<file path="src/rtl/core/pvt_pkg.sv">
`timescale 1ns / 1ps
`default_nettype none

package pvt_pkg;

    // Command codes
    localparam logic [2:0] CMD_APPEND = 3'd0;
    localparam logic [2:0] CMD_INSERT = 3'd1;
    localparam logic [2:0] CMD_SMART  = 3'd2;
    localparam logic [2:0] CMD_DELETE = 3'd3;
    localparam logic [2:0] CMD_MOVE   = 3'd4;
    localparam logic [2:0] CMD_CLEAR  = 3'd5;
    localparam logic [2:0] CMD_READ   = 3'd6;

    // Status codes
    localparam logic [1:0] ST_OK       = 2'd0;
    localparam logic [1:0] ST_FULL     = 2'd1;
    localparam logic [1:0] ST_BAD_SLOT = 2'd2;
    localparam logic [1:0] ST_NONE     = 2'd3;

    // Command word
    typedef struct packed {
        logic [2:0]         command;
        logic signed [15:0] coord_x;
        logic signed [15:0] coord_y;
        logic signed [15:0] coord_z;
        logic [23:0]        color_in;
        logic [8:0]         slot;
        logic [15:0]        radius;
    } request_t;

    // Result word
    typedef struct packed {
        logic [1:0]         status;
        logic [8:0]         vertex_count;
        logic [7:0]         position;
        logic signed [15:0] read_x;
        logic signed [15:0] read_y;
        logic signed [15:0] read_z;
        logic [23:0]        read_color;
    } response_t;

    // Controls of the shared square-and-accumulate unit
    typedef struct packed {
        logic mul_en;
        logic acc_en;
        logic acc_clear;
    } mac_ctrl_t;

endpackage

`default_nettype wire

</file>
<file path="src/rtl/core/pvt_mac.sv">
`timescale 1ns / 1ps
`default_nettype none

// Shared unit: difference, square, then accumulate over the three axes
module pvt_mac
    import pvt_pkg::*;
#(
    parameter int CW = 17
) (
    input  wire logic                 clk,
    input  wire mac_ctrl_t            ctrl,
    input  wire logic signed [CW-1:0] op_a,
    input  wire logic signed [CW-1:0] op_b,
    output logic         [2*CW-1:0]   prod,
    output logic         [2*CW+1:0]   acc
);

    localparam int PW = 2 * CW;
    localparam int AC = PW + 2;

    logic signed [CW-1:0] diff;
    logic signed [PW-1:0] square;
    logic [PW-1:0]        prod_reg;
    logic [AC-1:0]        acc_reg;
    logic [AC-1:0]        acc_next;

    // Operands stay in range, so the difference fits CW bits
    assign diff   = op_a - op_b;
    assign square = diff * diff;

    always_comb
    begin
        acc_next = acc_reg;
        if (ctrl.acc_en)
        begin
            acc_next = (ctrl.acc_clear ? '0 : acc_reg) + AC'(prod_reg);
        end
    end

    // Product register, then accumulator
    always_ff @(posedge clk)
    begin
        if (ctrl.mul_en)
        begin
            prod_reg <= square;
        end
        acc_reg <= acc_next;
    end

    assign prod = prod_reg;
    assign acc  = acc_reg;

endmodule

`default_nettype wire

</file>
<file path="config.mk">
export PLATFORM = sky130hd
export DESIGN_NAME = pvt_mac
export DESIGN_NICKNAME = d
export VERILOG_FILES = /design/src/rtl/core/pvt_pkg.sv /design/src/rtl/core/pvt_mac.sv
export SDC_FILE = /design/constraint.sdc
export NUM_CORES = 1
export LEC_CHECK = 0
export ABC_AREA = 1
export BUFFER_PORTS_ARGS = -buffer_cell sky130_fd_sc_hd__buf_4
export CORE_MARGIN = 3
export CORE_UTILIZATION = 30
export DETAILED_ROUTE_END_ITERATION = 12
export PLACE_DENSITY = 0.44
export SYNTH_ARGS = -nofsm -noshare
export SYNTH_HDL_FRONTEND = slang
export SYNTH_SLANG_ARGS = --single-unit
</file>
<file path="constraint.sdc">
create_clock -name clk -period 18.9 [get_ports clk]
set_input_delay 0 -clock clk [delete_from_list [all_inputs] [get_ports clk]]
set_output_delay 0 -clock clk [all_outputs]
set_load 0.02 [all_outputs]
</file>
### After elaboration in Yosys (flattened, before gate mapping)

Cells that the tools add are included.
Widths: inputs -> output; s select.

| storage, ports and cells | value |
|---|---|
| flip-flop bits (word level) | 70 |
| input bits | 38 |
| output and inout bits | 70 |
| logic and storage cells | 6 |

| operators by class | value |
|---|---|
| $add $sub $neg | 2 |
| multiply operators | 1 |
| multiplexer cells | 1 |

Operators by type and width:

| operator | number |
|---|---|
| $add 36x34->36 | 1 |
| $mux 36 | 1 |
| $mul 17x17->34 | 1 |
| $sub 17x17->17 | 1 |

### Longest topological paths before layout

Gate-level depths: netlist of run 1.

| depth | value |
|---|---|
| depth in word-level cells | 2 |
| mapped depth | 39 |
| depth with buffers taken out | 39 |

### Least setup slack after synthesis of run 1

No wires, ideal clock.

| timing path | value |
|---|---|
| path kind | input-to-reg |
| start | in op_a[0] |
| end | reg prod_reg[26] (netlist: prod[26]), data pin |
| setup time | 253 ps |
| arrival time | 6239 ps |
| required time | 18647 ps |
| setup slack | 12409 ps |
| cell stages on the path | 31 |
| buffers on the path | 1 |
| cells stage by stage | inv_1 > ha_1 > fa_1 > inv_1 > nand3_1 > nand2_4 > nand3_2 > nand2_4 > nand3_2 > nand2_2 > nand2_2 > nand2_4 > buf_6 > nand2_1 > fa_1 > inv_1 > fa_1 > fa_1 > fa_1 > fa_1 > inv_1 > fa_1 > inv_1 > ha_1 > nand2_1 > nor2_1 > inv_1 > nor3_1 > nand4_1 > nand4_1 > nand2_1 |

| on the way | value |
|---|---|
| word-level cells in the longest chain between the ends | 2 |

Ends and longest elaborated chain:

| element | RTL line | source |
|---|---|---|
| from (decl) | pvt_mac.sv:12 | `input wire logic signed [CW-1:0] op_a,` |
| $sub 17x17->17 | pvt_mac.sv:28 | `assign diff = op_a - op_b;` |
| $mul 17x17->34 | pvt_mac.sv:29 | `assign square = diff * diff;` |
| named net square[26] | pvt_mac.sv:22 | `logic signed [PW-1:0] square;` |
| to (signal assigned) | pvt_mac.sv:45 | `prod_reg <= square;` |
| to (decl) | pvt_mac.sv:23 | `logic [PW-1:0] prod_reg;` |

The timed path passes the listed nets, and every way through them passes these cells.
A chain may end at the register's enable or synchronous reset.

### Worst setup path after layout of run 1

Ends and elaborated chain as after synthesis.

==> flow_summary.yaml, run 1 <==
floorplan:
  ioPinCount: 108
  dieHeight_um: 240
  rows: 85
  coreArea_mm2: 0.0541
  dieArea_mm2: 0.0578
  initial_core_util: 0.305
  die-width_um: 240
synth:
  yosys_warnings: 0
  ys_ff_latch: 69
  post_synth.cell_area_avg_um2: 7.56
  synth_cells: 2182
  synth.cell_area_mm2: 0.0165
  yosysSeqAreaShare: 0.126
  synth_nets: 2625
  ys_types: 39
sta:
  maxClockFrequency_mhz: 130
  fin_setup_tns_ns: 0
  hold_viol_final: 0
  final.period_utilization: 0.406
  finalCriticalPeriod_ns: 7.68
  whs_ns: 0.152
  rsz0062_at_grt: "false"
  finalSetupViolCount: 0
  maxSlewViolCount: 0
  finalWorstSetupSlack_ns: 11.22
  fin_skew_ns: 0.0180
  max_slew.worst_pin.slew_ns: 1.34
  slew_headroom: 0.104
drt:
  drc: 0
  drt-wirelength-per-cell_um: 16.1
  final_antenna_net_count: 0
  vias_per_cell: 4.50
  totalWireLength_um: 47800
  drt_iter0_drc: 588
  via_count: 13400
  drt-pass1-iter-count: 7
global_routing:
  grt_pass1_vias: 14400
  grt_max_degree: 37
  grt_pass1_wl_um: 77200
  grt.overflow.total: 0
  grt_usage: 0.172
  antenna_found_initial: 0
clock_tree:
  clock-sinks: 69
  cts_buffer_depth: 2
  cts_buffers: 9
  cts_setup_buffers: 0
  clk_pin_slew_ns: 0.06
  cts_resized: 0
  clock_latency_ns: 0.34
  tritoncts: "done"
  clock-root-buffer: "clkbuf_16"
  htreeDepth: 3
  hold_buffers: 0
critical_path:
  startpoint_type: "primary input"
  crit_top_cell: "fa_1"
  cp_slowest_cell: "xor2_1"
  critical_path_class: "primary input to flip-flop"
  crit_path_end_kind: "flip-flop"
  r2r_start: "acc[0]"
  worstPathRequired_ns: 18.99
  ff2ff_path_depth: 13
  slowest_delay_ns: 1.03
  path_delay_family: "adder cells"
  r2r_setup_slack_ns: 16.48
  arrival_ns: 7.77
  crit_buf_inv: 8
  reg2reg_to: "acc[32]"
  cp_max_fo: 13
place:
  pre_cts_ws_ns: 10.88
  place_hpwl_um: 41900
  globalplace.congestion: 0.895
  io_buffers: 106
run_status:
  status: "finished, final reports clean"
min_path:
  hp-start: "ctrl[2]"
  hp-class: "primary input to flip-flop"
  min_delay_worst_endpoint: "prod[22]"
  holdPathStages: 1
layout:
  diodes: 0
  final_nets: 2717
  drive_above_1_share: 0.0720
  area_delta_synth_final_pct: 10.8
  largest_reg_flops: 36
run:
  cap_violations: 0
[synth_stat cells, drive strengths merged]
library cell / count / area share
or2: 3 / 0.0011
nor2: 233 / 0.055
nor4: 1 / 0.00038
o21bai: 14 / 0.0064
conb: 1 / 0.00023
a21o: 5 / 0.0023
and3: 1 / 0.00038
o21ai: 21 / 0.0064
nand2: 568 / 0.13
clkinv: 1 / 0.00023
edfxtp: 69 / 0.13
ha: 135 / 0.10
fa: 270 / 0.33
nand4: 21 / 0.0080
inv: 588 / 0.13
nand3: 86 / 0.027
clkbuf: 7 / 0.0016
nor3: 12 / 0.0036
buf: 20 / 0.010
a21oi: 69 / 0.021
nand3b: 5 / 0.0023
o21a: 3 / 0.0014
xor2: 38 / 0.024
xnor2: 7 / 0.0049
and2: 2 / 0.00076
o211ai: 2 / 0.00091
[worst max-delay path by stage]
stage | endpoint | from | cells past startpoint
after CTS | prod[24] | op_a[0] | 31
after global routing | prod[24] | op_a[0] | 31
after detailed placement | prod[24] | op_a[0] | 31
after floorplan | prod[26] | op_a[0] | 31
final | prod[26] | op_a[0] | 29
after global placement | prod[24] | op_a[0] | 31
[cell families after synthesis]
group / count (synthesis) / synth area share
DFF: 69 / 0.126
AOI/OAI and AO/OA: 114 / 0.0382
adders and majority gates: 405 / 0.430
other: 1 / 0.000227
xor gates and xnor gates: 45 / 0.0289
buffers and inverters: 616 / 0.146
and+or+nand+nor: 932 / 0.231
[cell type report]
type,instances,area (µm²)
sequential,69,2070
fill,5855,35900
timing repair buffer,108,811
clock inverter,6,65.1
clock buffer,9,225
tap,696,871
multi-input combinational,1497,12000
inverter,589,2210
[placed cells by master, fill, tap and decap left out, types with 3 or more instances in the layout]
cell type and count:
inv_1 579, nand2_1 553, fa_1 270, nor2_1 227, ha_1 135, buf_4 108
nand3_1 83, a21oi_1 69, edfxtp_1 69, xor2_1 34, nand4_1 21, o21ai_0 21
o21bai_1 14, nand2_2 12, nor3_1 12, clkbuf_16 9, inv_2 8, xnor2_1 6
nand3b_1 5, a21o_1 5, nor2_2 4, nand2_4 3, xor2_4 3, nand3_2 3
or2_2 3, o21a_1 3
[stage by stage]
stage          area [µm²]   util  std cells
6_report            18300  0.337       2974
5_1_grt             18300  0.337       2974
4_1_cts             18300  0.337       2974
3_5_place_dp        18000  0.332       2959
3_3_place_gp        18000  0.332       2959
2_1_floorplan       16500      -       2182
[layer usage]
| layer | up-vias | routed length [µm] | track usage |
|---|---|---|---|
| li1 | 6624 | - | - |
| met1 | 6516 | 21400 | 0.219 |
| met2 | 216 | 23900 | 0.314 |
| met3 | 37 | 1680 | 0.0203 |
| met4 | 0 | 835 | 0.0350 |
| met5 | - | 0 | 0 |
Power of run 1 is left out: the tool's default activity adds up to more than one toggle a clock period on the data nets, which glitch-free logic cannot reach.
==> inputs of run 2 (changes only) <==
--- a/config.mk
+++ b/config.mk
@@ -10,7 +10,7 @@
 export CORE_MARGIN = 3
 export CORE_UTILIZATION = 30
 export DETAILED_ROUTE_END_ITERATION = 12
-export PLACE_DENSITY = 0.44
+export PLACE_DENSITY = 0.46
 export SYNTH_ARGS = -nofsm -noshare
 export SYNTH_HDL_FRONTEND = slang
 export SYNTH_SLANG_ARGS = --single-unit
==> constraint.sdc (replaced) <==
create_clock -name clk -period 6.7 [get_ports clk]
set_input_delay 0 -clock clk [delete_from_list [all_inputs] [get_ports clk]]
set_output_delay 0 -clock clk [all_outputs]
set_load 0.02 [all_outputs]
==> run 2 against run 1 <==
Compared with the run above:
- core utilization rose by 1.7 points
- routed wire length fell by 0.75%
- largest cell class unchanged
- sequential cell count unchanged
- clock-buffer cell count is the same
- global-route usage down 0.32 points
- critical endpoint is now prod[28]
- critical path depth did not move
- non-clock buffer count up 115
- cell area is 5.0% higher
- clock skew grew 0.0096 ns
- register-to-register slack lost 12 ns
==> flow_summary.yaml, run 2 (synthesized netlist as in run 1, its figures left out) <==
run_status:
  status: "finished, final reports clean"
run:
  cap_violations: 0
clock_tree:
  clock-sinks: 69
  cts_buffers: 9
  clk_pin_slew_ns: 0.06
  clock-root-buffer: "clkbuf_16"
  hold_buffers: 0
  cts_buffer_depth: 2
  clock_latency_ns: 0.35
  htreeDepth: 3
  tritoncts: "done"
floorplan:
  initial_core_util: 0.305
  die-width_um: 240
  dieArea_mm2: 0.0578
  dieHeight_um: 240
  coreArea_mm2: 0.0541
  rows: 85
  ioPinCount: 108
min_path:
  holdPathStages: 1
  hp-class: "primary input to flip-flop"
critical_path:
  crit_buf_inv: 7
  crit_path_end_kind: "flip-flop"
  path_depth: 29
  worstPathRequired_ns: 6.79
  arrival_ns: 6.38
  cp_max_fo: 9
  slowest_delay_ns: 0.55
  cp_slowest_cell: "fa_1"
  path_delay_family: "adder cells"
  ff2ff_path_depth: 13
  startpoint_type: "primary input"
  critical_path_class: "primary input to flip-flop"
  r2r_setup_slack_ns: 4.24
layout:
  largest_reg_flops: 36
  drive_above_1_share: 0.121
  utilization: 0.354
  final_nets: 2832
  diodes: 0
  fin_area_mm2: 0.0192
  area_delta_synth_final_pct: 16.3
  final_cell_mix: "inv_1, nand2_1, fa_1, nor2_1, buf_4"
  final_common_cell: "inv_1"
global_routing:
  grt_max_degree: 37
  grt.overflow.total: 0
  antenna_found_initial: 0
  grt_pass1_wl_um: 76400
  grt_pass1_vias: 14500
  grt_usage: 0.169
drt:
  totalWireLength_um: 47400
  drt-wirelength-per-cell_um: 15.3
  via_count: 13800
  drc: 0
  vias_per_cell: 4.46
  drt_iter0_drc: 642
  final_antenna_net_count: 0
  drt-pass1-iter-count: 5
place:
  place_hpwl_um: 42200
  io_buffers: 106
  globalplace.congestion: 0.887
  pre_cts_ws_ns: -0.193
  dpl_cell_area_mm2: 0.0188
sta:
  rsz0062_at_grt: "false"
  finalWorstSetupSlack_ns: 0.415
  finalCriticalPeriod_ns: 6.28
  finalSetupViolCount: 0
  final.period_utilization: 0.938
  fin_skew_ns: 0.0276
  hold_viol_final: 0
  maxClockFrequency_mhz: 159
  slew_headroom: 0.433
  max_slew.worst_pin.slew_ns: 0.849
  maxSlewViolCount: 0
==> run 2: cell count changes in the layout (fill, tap and decap cells not counted), sizes merged <==
cell and delta:
buf +115
==> run 2: routing by layer <==
metal,share of wire,track usage
met4,0.013,0.0288
met5,0,0
met3,0.040,0.0173
met2,0.50,0.311
met1,0.44,0.217
==> run 2: worst register-to-register path, delay by kind of cell (launching register included) <==
family        cells  cell delay [ns]
buf+inv           1             0.04
flops             1             0.35
fa+ha+maj         2             0.69
simple gates     10             1.13
==> run 2: through the flow <==
step	instances	setup TNS, ns	hold slack, ns
final	3089	0	0.158
after CTS	3085	0	0.156
after detailed placement	3070	-0.437	0.463
after global routing	3089	0	0.169
after global placement	3070	-0.341	0.460
after floorplan	2182	0	0.112
==> run 2: final cells by class <==
class,instances,area (µm²)
flip-flops and latches,69,2070
clock buffers,9,225
fillers,5816,35000
inverters,589,2210
repair buffers,223,1690
multi-input cells,1497,12000
well taps,696,871
clock inverters,6,65.1
==> run 2: worst paths after layout <==
path                start        to
setup / recovery  op_a[2]  prod[28]
hold / removal    ctrl[2]  prod[26]
setup reg to reg   acc[0]   acc[32]
hold reg to reg   prod[0]    acc[0]
==> run 2: repair_timing <==
item	CTS	global route
setup buffers	0	4
endpoints found under the hold margin	0	0
setup endpoints to repair	0	12
gates resized for setup	0	11
Power of run 2 is left out for the same reason.
